$ cat config.mk
export PLATFORM = sky130hd
export DESIGN_NAME = utf8_to_utf16_transcoder_core
export DESIGN_NICKNAME = d
export VERILOG_FILES = /design/src/design/utu_pkg.sv /design/src/design/utu_decoder.sv /design/src/design/utu_out_buf.sv /design/src/design/utu_apb_regs.sv /design/src/design/utf8_to_utf16_transcoder_core.sv
export SDC_FILE = /design/constraint.sdc
export NUM_CORES = 1
export LEC_CHECK = 0
export BUFFER_PORTS_ARGS = -buffer_cell sky130_fd_sc_hd__buf_2
export CORE_AREA = 2 2 93 117
export CTS_CLUSTER_DIAMETER = 200
export DETAILED_ROUTE_END_ITERATION = 12
export DIE_AREA = 0 0 95 119
export PLACE_DENSITY = 0.81
export SETUP_SLACK_MARGIN = 0.15
export SLEW_MARGIN = 20
export SYNTH_ARGS = -nofsm -noshare
export SYNTH_HDL_FRONTEND = slang
export SYNTH_HIERARCHICAL = 1
export SYNTH_SLANG_ARGS = --single-unit
$ cat constraint.sdc
create_clock -name clk -period 5.7 [get_ports clk]
set_input_delay 0.57 -clock clk [delete_from_list [all_inputs] [get_ports clk]]
set_output_delay 0.57 -clock clk [all_outputs]
set_load 0.02 [all_outputs]
$ cat src/design/utu_pkg.sv
package utu_pkg;

  localparam int UNIT_W = 21;

  localparam logic [UNIT_W-1:0] REPLACEMENT_CHAR = 21'h00FFFD;
  localparam logic [UNIT_W-1:0] MAX_CODE_POINT   = 21'h10FFFF;
  localparam logic [UNIT_W-1:0] SURR_LOW_BOUND   = 21'h00D800;
  localparam logic [UNIT_W-1:0] SURR_HIGH_BOUND  = 21'h00DFFF;
  localparam logic [UNIT_W-1:0] TRAIL_SURR_BASE  = 21'h00DC00;
  localparam logic [UNIT_W-1:0] PLANE1_BASE      = 21'h010000;
  localparam logic [UNIT_W-1:0] MIN_TWO_BYTE     = 21'h000080;
  localparam logic [UNIT_W-1:0] MIN_THREE_BYTE   = 21'h000800;

  localparam logic SURROGATE_MODE_RESET = 1'b1;

  // Register index of surrogate_mode in the configuration map
  localparam logic REG_SURROGATE_MODE = 1'b0;

  typedef struct packed {
    logic [UNIT_W-1:0] code_unit;
    logic              last_of_run;
    logic              string_done;
  } unit_t;

  // Results of one byte: zero, one or two units
  typedef struct packed {
    logic [1:0] count;
    unit_t      u0;
    unit_t      u1;
  } dec_result_t;

endpackage

$ cat src/design/utu_decoder.sv
module utu_decoder (
  input  logic                clk,
  input  logic                rst,
  input  logic                advance,
  input  logic                surrogate_mode,
  input  logic [7:0]          in_byte,
  input  logic                end_of_string,
  output utu_pkg::dec_result_t result
);
  import utu_pkg::*;

  logic [UNIT_W-1:0] partial_value, partial_value_next;
  logic [1:0]        bytes_still_due, bytes_still_due_next;
  logic [1:0]        sequence_length, sequence_length_next;

  always_ff @(posedge clk) begin
    if (rst) begin
      partial_value   <= '0;
      bytes_still_due <= '0;
      sequence_length <= '0;
    end else if (advance) begin
      partial_value   <= partial_value_next;
      bytes_still_due <= bytes_still_due_next;
      sequence_length <= sequence_length_next;
    end
  end

  // Lead byte classification
  logic              lead2, lead3, lead4, lead_open;
  logic [UNIT_W-1:0] lead_unit, lead_pv;
  logic [1:0]        lead_due;

  always_comb begin
    lead2     = (in_byte[7:5] == 3'b110);
    lead3     = (in_byte[7:4] == 4'b1110);
    lead4     = (in_byte[7:3] == 5'b11110);
    lead_open = lead2 | lead3 | lead4;
    lead_unit = in_byte[7] ? REPLACEMENT_CHAR : {13'b0, in_byte};
    if (lead2) begin
      lead_pv  = {16'b0, in_byte[4:0]};
      lead_due = 2'd1;
    end else if (lead3) begin
      lead_pv  = {17'b0, in_byte[3:0]};
      lead_due = 2'd2;
    end else begin
      lead_pv  = {18'b0, in_byte[2:0]};
      lead_due = 2'd3;
    end
  end

  // Completion check on the gathered value
  logic              is_cont;
  logic [UNIT_W-1:0] acc, min_val, cp;
  logic [19:0]       plane_off;

  always_comb begin
    is_cont = (in_byte[7:6] == 2'b10);
    acc     = {partial_value[UNIT_W-7:0], in_byte[5:0]};
    case (sequence_length)
      2'd1:    min_val = MIN_TWO_BYTE;
      2'd2:    min_val = MIN_THREE_BYTE;
      default: min_val = PLANE1_BASE;
    endcase
    if (acc < min_val || acc > MAX_CODE_POINT ||
        (acc >= SURR_LOW_BOUND && acc <= SURR_HIGH_BOUND)) begin
      cp = REPLACEMENT_CHAR;
    end else begin
      cp = acc;
    end
    plane_off = 20'(cp - PLANE1_BASE);
  end

  logic [1:0]        n;
  logic [UNIT_W-1:0] ua, ub;

  always_comb begin
    n  = 2'd0;
    ua = '0;
    ub = '0;
    partial_value_next   = partial_value;
    bytes_still_due_next = bytes_still_due;
    sequence_length_next = sequence_length;

    if (bytes_still_due == 2'd0) begin
      if (lead_open) begin
        partial_value_next   = lead_pv;
        bytes_still_due_next = lead_due;
        sequence_length_next = lead_due;
      end else begin
        ua = lead_unit;
        n  = 2'd1;
      end
    end else if (is_cont) begin
      partial_value_next   = acc;
      bytes_still_due_next = bytes_still_due - 2'd1;
      if (bytes_still_due == 2'd1) begin
        if (surrogate_mode && cp >= PLANE1_BASE) begin
          ua = SURR_LOW_BOUND + {11'b0, plane_off[19:10]};
          ub = TRAIL_SURR_BASE + {11'b0, plane_off[9:0]};
          n  = 2'd2;
        end else begin
          ua = cp;
          n  = 2'd1;
        end
        partial_value_next   = '0;
        sequence_length_next = '0;
      end
    end else begin
      // Bad continuation: replace, then take the byte again as a lead
      ua = REPLACEMENT_CHAR;
      n  = 2'd1;
      partial_value_next   = '0;
      bytes_still_due_next = '0;
      sequence_length_next = '0;
      if (lead_open) begin
        partial_value_next   = lead_pv;
        bytes_still_due_next = lead_due;
        sequence_length_next = lead_due;
      end else begin
        ub = lead_unit;
        n  = 2'd2;
      end
    end

    if (end_of_string) begin
      if (bytes_still_due_next != 2'd0) begin
        if (n == 2'd0) begin
          ua = REPLACEMENT_CHAR;
        end else begin
          ub = REPLACEMENT_CHAR;
        end
        n = n + 2'd1;
      end
      partial_value_next   = '0;
      bytes_still_due_next = '0;
      sequence_length_next = '0;
    end

    result.count          = n;
    result.u0.code_unit   = ua;
    result.u0.last_of_run = (n == 2'd1);
    result.u0.string_done = (n == 2'd1) && end_of_string;
    result.u1.code_unit   = ub;
    result.u1.last_of_run = 1'b1;
    result.u1.string_done = end_of_string;
  end

endmodule

$ cat src/design/utu_out_buf.sv
module utu_out_buf (
  input  logic                clk,
  input  logic                rst,
  input  logic                push,
  input  utu_pkg::dec_result_t result,
  output logic [1:0]          room,
  output logic                out_valid,
  input  logic                out_ready,
  output utu_pkg::unit_t      head
);
  import utu_pkg::*;

  unit_t      slot0, slot0_next;
  unit_t      slot1, slot1_next;
  logic [1:0] cnt, cnt_next;
  logic       pop;

  assign out_valid = (cnt != 2'd0);
  assign head      = slot0;
  assign pop       = out_valid && out_ready;
  assign room      = 2'd2 - cnt + {1'b0, pop};

  always_comb begin
    slot0_next = slot0;
    slot1_next = slot1;
    cnt_next   = cnt;
    if (pop) begin
      slot0_next = slot1;
      cnt_next   = cnt_next - 2'd1;
    end
    if (push && result.count != 2'd0) begin
      if (cnt_next == 2'd0) begin
        slot0_next = result.u0;
      end else begin
        slot1_next = result.u0;
      end
      cnt_next = cnt_next + 2'd1;
      if (result.count == 2'd2) begin
        // only pushed into an empty buffer
        slot1_next = result.u1;
        cnt_next   = cnt_next + 2'd1;
      end
    end
  end

  always_ff @(posedge clk) begin
    if (rst) begin
      cnt <= '0;
    end else begin
      cnt <= cnt_next;
    end
    slot0 <= slot0_next;
    slot1 <= slot1_next;
  end

endmodule

$ cat src/design/utu_apb_regs.sv
module utu_apb_regs (
  input  logic        clk,
  input  logic        rst,
  input  logic        psel,
  input  logic        penable,
  input  logic        pwrite,
  input  logic [2:0]  paddr,
  input  logic [31:0] pwdata,
  output logic [31:0] prdata,
  output logic        surrogate_mode
);
  import utu_pkg::*;

  logic hit;

  assign hit = (paddr[2] == REG_SURROGATE_MODE);

  always_ff @(posedge clk) begin
    if (rst) begin
      surrogate_mode <= SURROGATE_MODE_RESET;
    end else if (psel && penable && pwrite && hit) begin
      surrogate_mode <= pwdata[0];
    end
  end

  assign prdata = hit ? {31'b0, surrogate_mode} : '0;

endmodule

$ cat src/design/utf8_to_utf16_transcoder_core.sv
// UTF-8 to UTF-16/UTF-32 stream decoder. Feed one source byte per transfer on
// the input channel, with end_of_string on the final byte of a string; wide
// code units come out on the output channel, with last_of_run on the last
// unit caused by a byte and string_done on the final unit of the string.
// surrogate_mode (APB offset 0x0, reset 1) selects UTF-16 with surrogate pairs
// (1) or UTF-32 code points (0); change it only while the block is idle.
// Malformed input (bad lead, bad continuation, overlong, surrogate or
// out-of-range value, sequence cut short at end of string) yields U+FFFD.
// Rate: one byte per cycle when the output side keeps up. A byte that yields
// two units (surrogate pair, or a bad continuation followed by a unit of its
// own) puts the extra unit in the second entry of the two-entry output
// buffer, and a held byte stalls whenever the buffer lacks room for all of
// its units, so such a byte can slow the input unless a byte with no units
// (a lead) lets the buffer drain first. in_ready follows that room. A byte
// passes the input register and then the output buffer before its first
// unit comes out.
module utf8_to_utf16_transcoder_core (
  input  logic        clk,
  input  logic        rst,
  // byte stream
  input  logic        in_valid,
  output logic        in_ready,
  input  logic [7:0]  in_byte,
  input  logic        end_of_string,
  // unit stream
  output logic        out_valid,
  input  logic        out_ready,
  output logic [20:0] code_unit,
  output logic        last_of_run,
  output logic        string_done,
  // configuration
  input  logic        psel,
  input  logic        penable,
  input  logic        pwrite,
  input  logic [2:0]  paddr,
  input  logic [31:0] pwdata,
  output logic [31:0] prdata,
  output logic        pready
);
  import utu_pkg::*;

  logic        surrogate_mode;
  logic        in_full;
  logic [7:0]  byte_q;
  logic        eos_q;
  logic        advance;
  logic [1:0]  room;
  dec_result_t result;
  unit_t       head;

  assign pready = 1'b1;

  utu_apb_regs u_regs (
    .clk            (clk),
    .rst            (rst),
    .psel           (psel),
    .penable        (penable),
    .pwrite         (pwrite),
    .paddr          (paddr),
    .pwdata         (pwdata),
    .prdata         (prdata),
    .surrogate_mode (surrogate_mode)
  );

  // Retire the held byte once the output buffer has room for all its units;
  // a byte with no units retires at once.
  assign advance  = in_full && (room >= result.count);
  assign in_ready = !in_full || advance;

  // Input register: take a new byte when none is held or the held one retires
  always_ff @(posedge clk) begin
    if (rst) begin
      in_full <= 1'b0;
    end else if (in_ready) begin
      in_full <= in_valid;
    end
    if (in_valid && in_ready) begin
      byte_q <= in_byte;
      eos_q  <= end_of_string;
    end
  end

  // Decode the held byte against the open sequence state
  utu_decoder u_dec (
    .clk            (clk),
    .rst            (rst),
    .advance        (advance),
    .surrogate_mode (surrogate_mode),
    .in_byte        (byte_q),
    .end_of_string  (eos_q),
    .result         (result)
  );

  // Result register: two-entry queue so a pair of units does not drop data
  utu_out_buf u_obuf (
    .clk       (clk),
    .rst       (rst),
    .push      (advance),
    .result    (result),
    .room      (room),
    .out_valid (out_valid),
    .out_ready (out_ready),
    .head      (head)
  );

  assign code_unit   = head.code_unit;
  assign last_of_run = head.last_of_run;
  assign string_done = head.string_done;

endmodule

After elaboration in Yosys (flattened, before gate mapping)
Cells that the tools add are included.
{"block": "word_totals", "word_cells": 123, "out_inout_bits": 58, "regBits": 78, "inputBits": 51}
{"block": "classes", "n_mux": 55, "n_reduce_logical": 23, "addsub": 10, "order_cmp": 6, "eq_ne": 12, "n_bitwise": 3}
{"op": "2-to-1 mux 21 bit", "n": 16}
{"op": "2-to-1 mux 23 bit", "n": 5}
{"op": "2-to-1 mux 15 bit", "n": 5}
{"op": "2-to-1 mux 2 bit", "n": 21}
{"op": "adder 16 x 10 -> 17 bit, first input constant", "n": 2}
{"op": "case mux 17 bit (2 select lines)", "n": 1}
{"op": ">= comparator 21 x 16 -> 1 bit, second input constant", "n": 1}
{"op": ">= comparator 21 x 17 -> 1 bit, second input constant", "n": 1}
{"op": "> comparator 21 bit, second input constant", "n": 1}
{"op": "less-or-equal comparator 21 x 16 -> 1 bit, second input constant", "n": 1}
{"op": "< comparator 21 x 17 -> 1 bit", "n": 1}
{"op": "subtractor 20 x 17 -> 20 bit, second input constant", "n": 1}
{"op": "2-to-1 mux 16 bit", "n": 1}
{"op": "logical AND 1 bit", "n": 10}
{"op": "2-to-1 mux 5 bit", "n": 2}
{"op": "adder 2 x 1 -> 2 bit, second input constant", "n": 3}
{"op": "equality test 2 x 1 -> 1 bit, second input constant", "n": 3}
{"op": "equality test 2 bit, second input constant", "n": 3}
{"op": "logical NOT 2 bit", "n": 3}
{"op": "nonzero test 2 bit", "n": 3}
{"op": "equality test 5 bit, second input constant", "n": 1}
{"op": "equality test 4 bit, second input constant", "n": 1}
{"op": "2-to-1 mux 4 bit", "n": 1}
{"op": "!= test 4 bit, second input constant", "n": 1}
{"op": "14 further kinds", "n": 21}

Depth between registers and ports, before layout
{"block": "depth", "ltp_word": 19, "depth_mapped": 22}

Hierarchy
Netlist, hierarchy kept.
{"module": "utu_out_buf", "cells_each": 172, "area_each_um2": 2200.9, "instances": 1}
{"module": "utu_decoder", "cells_each": 298, "area_each_um2": 2083.2, "instances": 1}
{"module": "utf8_to_utf16_transcoder_core", "cells_each": 24, "area_each_um2": 386.6, "instances": 1}
{"module": "utu_apb_regs", "cells_each": 38, "area_each_um2": 304.0, "instances": 1}

Least setup slack after synthesis
No wires, ideal clock.
{"block": "synth_timing", "path_type": "register -> register", "from": "reg u_dec.partial_value[10]", "to": "reg u_obuf/slot1[0] (netlist name) (enable)", "stages_incl_launch_ff": 18, "path_slack_ns": 0.265, "period_less_slack_ns": 5.435, "arrival_ns": 4.996, "path_cell_list": "dfxtp_1 > or4_1 > buf_2 > xor2_1 > and3_4 > and2_4 > buf_6 > o21a_1 > buf_6 > inv_1 > ha_1 > mux2_2 > inv_1 > ha_1 > a21oi_1 > nor2_1 > o21a_1 > a21boi_0"}
{"element": "start: declaration", "line_no": "utu_decoder.sv:12", "text": "logic [UNIT_W-1:0] partial_value, partial_value_next;"}
{"element": "start signal: assignment", "line_no": "utu_decoder.sv:22", "text": "partial_value <= partial_value_next;"}
{"element": "end signal: assignment", "line_no": "utu_out_buf.sv:53", "text": "slot1 <= slot1_next;"}
{"element": "end: declaration", "line_no": "utu_out_buf.sv:14", "text": "unit_t slot1, slot1_next;"}

==> results.py <==
metrics = {
    "power_and_ir_drop": {
        "clkPwrFrac_pct": 21.5,
        "p_total_mw": 2.52,
        "switchingPower_mw": 0.952,
        "netSwitchingFraction_pct": 37.8,
        "power_frac_comb_pct": 44.3,
        "power_leakage_nw": 2.31,
        "ir_drop_uv": 172,
        "pwr_density_cell_nw_per_um2": 473,
        "seqPwrFrac_pct": 34.2,
        "internal-power_mw": 1.57,
    },
    "critical_path": {
        "end_kind": "flop",
        "cp.required_ps": 5960,
        "crit_start": "u_dec/partial_value[10]",
        "arrival_ps": 5280,
        "r2r_start": "u_dec/partial_value[10]",
        "path_max_fanout": 18,
        "critPathKind": "flop to flop",
        "startpoint_type": "flop",
    },
    "drt": {
        "viasPerCell": 5.62,
        "dr.max_layer_used": "met4",
        "drtPass1Iterations": 5,
        "routedWlPerCell_um": 15.9,
        "m1WireLength_um": 4450,
        "totalWireLength_um": 11000,
        "antenna_left": 0,
        "drt_iter0_drc": 339,
        "vias": 3886,
        "wl_met2_um": 5530,
        "wl_met3_um": 716,
        "drc_errors": 0,
    },
    "timing": {
        "fmax_mhz": 200,
        "min_period_over_period_pct": 87.9,
        "relSlewSlack_pct": 38.6,
        "finClkSkew_ps": 10.5,
        "worst_slack_ps": 689,
        "finalHoldViolations": 0,
        "rsz0062_at_grt": "false",
        "worst_pin_slew_ps": 921,
        "tns_ps": 0,
        "setup_viol": 0,
        "period_needed_ps": 5010,
        "final-max-slew-violation-count": 0,
    },
    "logic_synthesis": {
        "avgSynthCellArea_um2": 9.35,
        "ys_ff_latch": 78,
        "yosysTopAreaCellShare_pct": 19.3,
        "synth_cell_types": 63,
        "synth_edf_count": 32,
        "async_flop_share_pct": 0,
        "yosysSeqAreaShare_pct": 37.8,
        "ys_top_cells_by_area": "edfxtp_1, dfxtp_1, buf_4, mux2_4, nor2_1",
        "synth.yosys.warnings": 6,
        "synth_area_um2": 4970,
        "synthCells": 532,
        "synth_largest_area_cell": "edfxtp_1",
        "synth_flop_cell": "dfxtp_1",
    },
    "grt": {
        "grt_overflow": 0,
        "grt_pass1_wl_um": 17400,
        "grt_use_total_pct": 19.8,
        "grt_pass1_vias": 3572,
        "antenna_found_initial": 0,
        "grt_max_degree": 47,
    },
    "place": {
        "hpwl_um": 8010,
        "placed_area_um2": 5040,
        "pre_cts_ws_ps": 785,
        "io_buffers": 43,
        "place.gp.congestion": 0.952,
    },
    "floorplan": {
        "io_pins": 109,
        "rows": 42,
        "die_h_um": 119,
        "initial_core_util_pct": 48.1,
        "die_w_um": 95,
        "die_area_um2": 11300,
        "core_um2": 10400,
    },
    "cts": {
        "cts-resized-gates": 0,
        "cts_buffers": 9,
        "ctsHtreeMaxLevel": 3,
        "cts_sinks": 78,
        "path_clk_slew_ps": 60,
        "cts_buffer_depth": 2,
        "cts_tree": "done",
        "postCtsSetupRepairBufs": 0,
        "clk_latency_ps": 340,
        "cts_root_buf": "clkbuf_16",
        "hold_buffers": 0,
    },
    "cells_and_area": {
        "final_area_um2": 5320,
        "seq_area_um2": 1880,
        "antenna_cells": 0,
        "layout-drive-gt1-share_pct": 19.1,
        "postLayoutCoreUtil_pct": 51.4,
        "multi_input_area_um2": 2620,
        "fill_cells": 951,
        "nets": 618,
        "area_growth_pct": 6.99,
    },
    "flow_run": {
        "maxCapViolations": 0,
    },
    "worst_hold_path": {
        "hold_class": "input port to flop",
        "hp-start": "in_byte[2]",
    },
    "outcome": {
        "status": "finished, final reports clean",
    },
}
## cells by family (layout without fill, tap and decap cells)
logic type | Yosys count | count (layout) | share of synthesized area (%)
adders and majority gates | 13 | 13 | 3.27
other | 4 | 38 | 0.302
buffers and inverters | 97 | 90 | 12.1
AOI/OAI and AO/OA | 124 | 124 | 17.1
muxes | 51 | 51 | 12.4
xor gates and xnor gates | 7 | 7 | 1.23
and+or+nand+nor | 158 | 158 | 15.7
DFF | 78 | 78 | 37.8
## cells in the mapped netlist, types with 4 or more instances
cell      instances
o21a_1            5
a21o_1            9
nand2b_1          5
or3_1             7
dfxtp_1          46
xnor2_1           4
a21oi_1          43
o21ai_0          11
and2_1            9
inv_1            22
clkbuf_1         14
buf_2             5
buf_6             8
o221ai_1          5
nand3_1           4
nor2b_1           4
mux2i_1          24
conb_1            4
nand2_1          26
a22oi_1          13
a31o_1            4
o211ai_1          6
nor3_1            9
edfxtp_1         32
nor2_1           71
buf_4            46
ha_1             13
mux2_4           20
mux2_2            7
## layer usage
| metal | vias to the layer above | track usage, % |
|---|---|---|
| met5 | - | 0 |
| met4 | 0 | 8.42 |
| met1 | 1837 | 23.8 |
| met3 | 27 | 4.87 |
| li1 | 1860 | - |
| met2 | 162 | 33.2 |
## critical path: stages, from the launching register on
cell      delay (ps)
dfxtp_1          400
or4_1            690
xor2_1           230
and3_4           220
and2_4           200
o21a_1           390
inv_1            120
ha_1             330
mux2_2           220
inv_1             60
ha_1             280
a21oi_1           80
nor2_1           440
o31ai_1          170
buf_4            240
o21bai_1         210
or4_1            490
a21oi_1          160
## path summary, 6_finish.rpt
| kind | slack, ps | to | cells past startpoint |
|---|---|---|---|
| min | 410 | byte_q[2] | 1 |
| max | 690 | u_dec/sequence_length[1] | 17 |
| max reg2reg | 690 | u_dec/sequence_length[1] | 17 |
| min reg2reg | 500 | u_dec/sequence_length[1] | 2 |
## placed cells by master, fill, tap and decap left out, types with 6 or more instances in the layout
cell,synthesis,routed
and2_1,9,9
a22oi_1,13,13
inv_1,22,22
conb_1,4,38
edfxtp_1,32,32
nor2_1,71,71
or3_1,7,7
mux2_4,20,20
ha_1,13,13
buf_4,46,9
o211ai_1,6,6
a21o_1,9,9
dfxtp_1,46,46
nand2_1,26,26
a21oi_1,43,43
nor3_1,9,9
buf_2,5,43
mux2_2,7,7
o21ai_0,11,11
mux2i_1,24,24
clkbuf_16,0,9
## flip-flops by register name, indices dropped and copies added (netlist names)
register	count
u_regs/surrogate_mode	1
in_full	1
u_dec/sequence_length	2
u_obuf/head	23
u_obuf/cnt	2
eos_q	1
byte_q	8
u_dec/partial_value	15
u_obuf/slot1	23
u_dec/bytes_still_due	2
## metrics by stage
step / std cells / hold WS (ps)
4_1_cts: 691 / 397
2_1_floorplan: 566 / 449
6_report: 691 / 405
3_5_place_dp: 675 / 498
5_1_grt: 691 / 397
3_3_place_gp: 675 / 487
## power by group through the flow
stage	sequential [mW]	combinational, mW	clock [mW]
after global placement	0.865	1.08	0
after detailed placement	0.875	1.11	0
final	0.862	1.12	0.541
after CTS	0.864	1.12	0.552
after floorplan	0.953	0.821	0
after global routing	0.881	1.22	0.574
## area by class of cell
type | instances | share of cell area (%)
Clock inverter | 5 | 0.635
Sequential cell | 78 | 35.4
Tap cell | 132 | 3.10
Clock buffer | 11 | 4.75
Inverter | 22 | 1.55
Timing Repair Buffer | 52 | 5.31
Multi-Input combinational cell | 391 | 49.3
(Power assumes the default switching activity.)
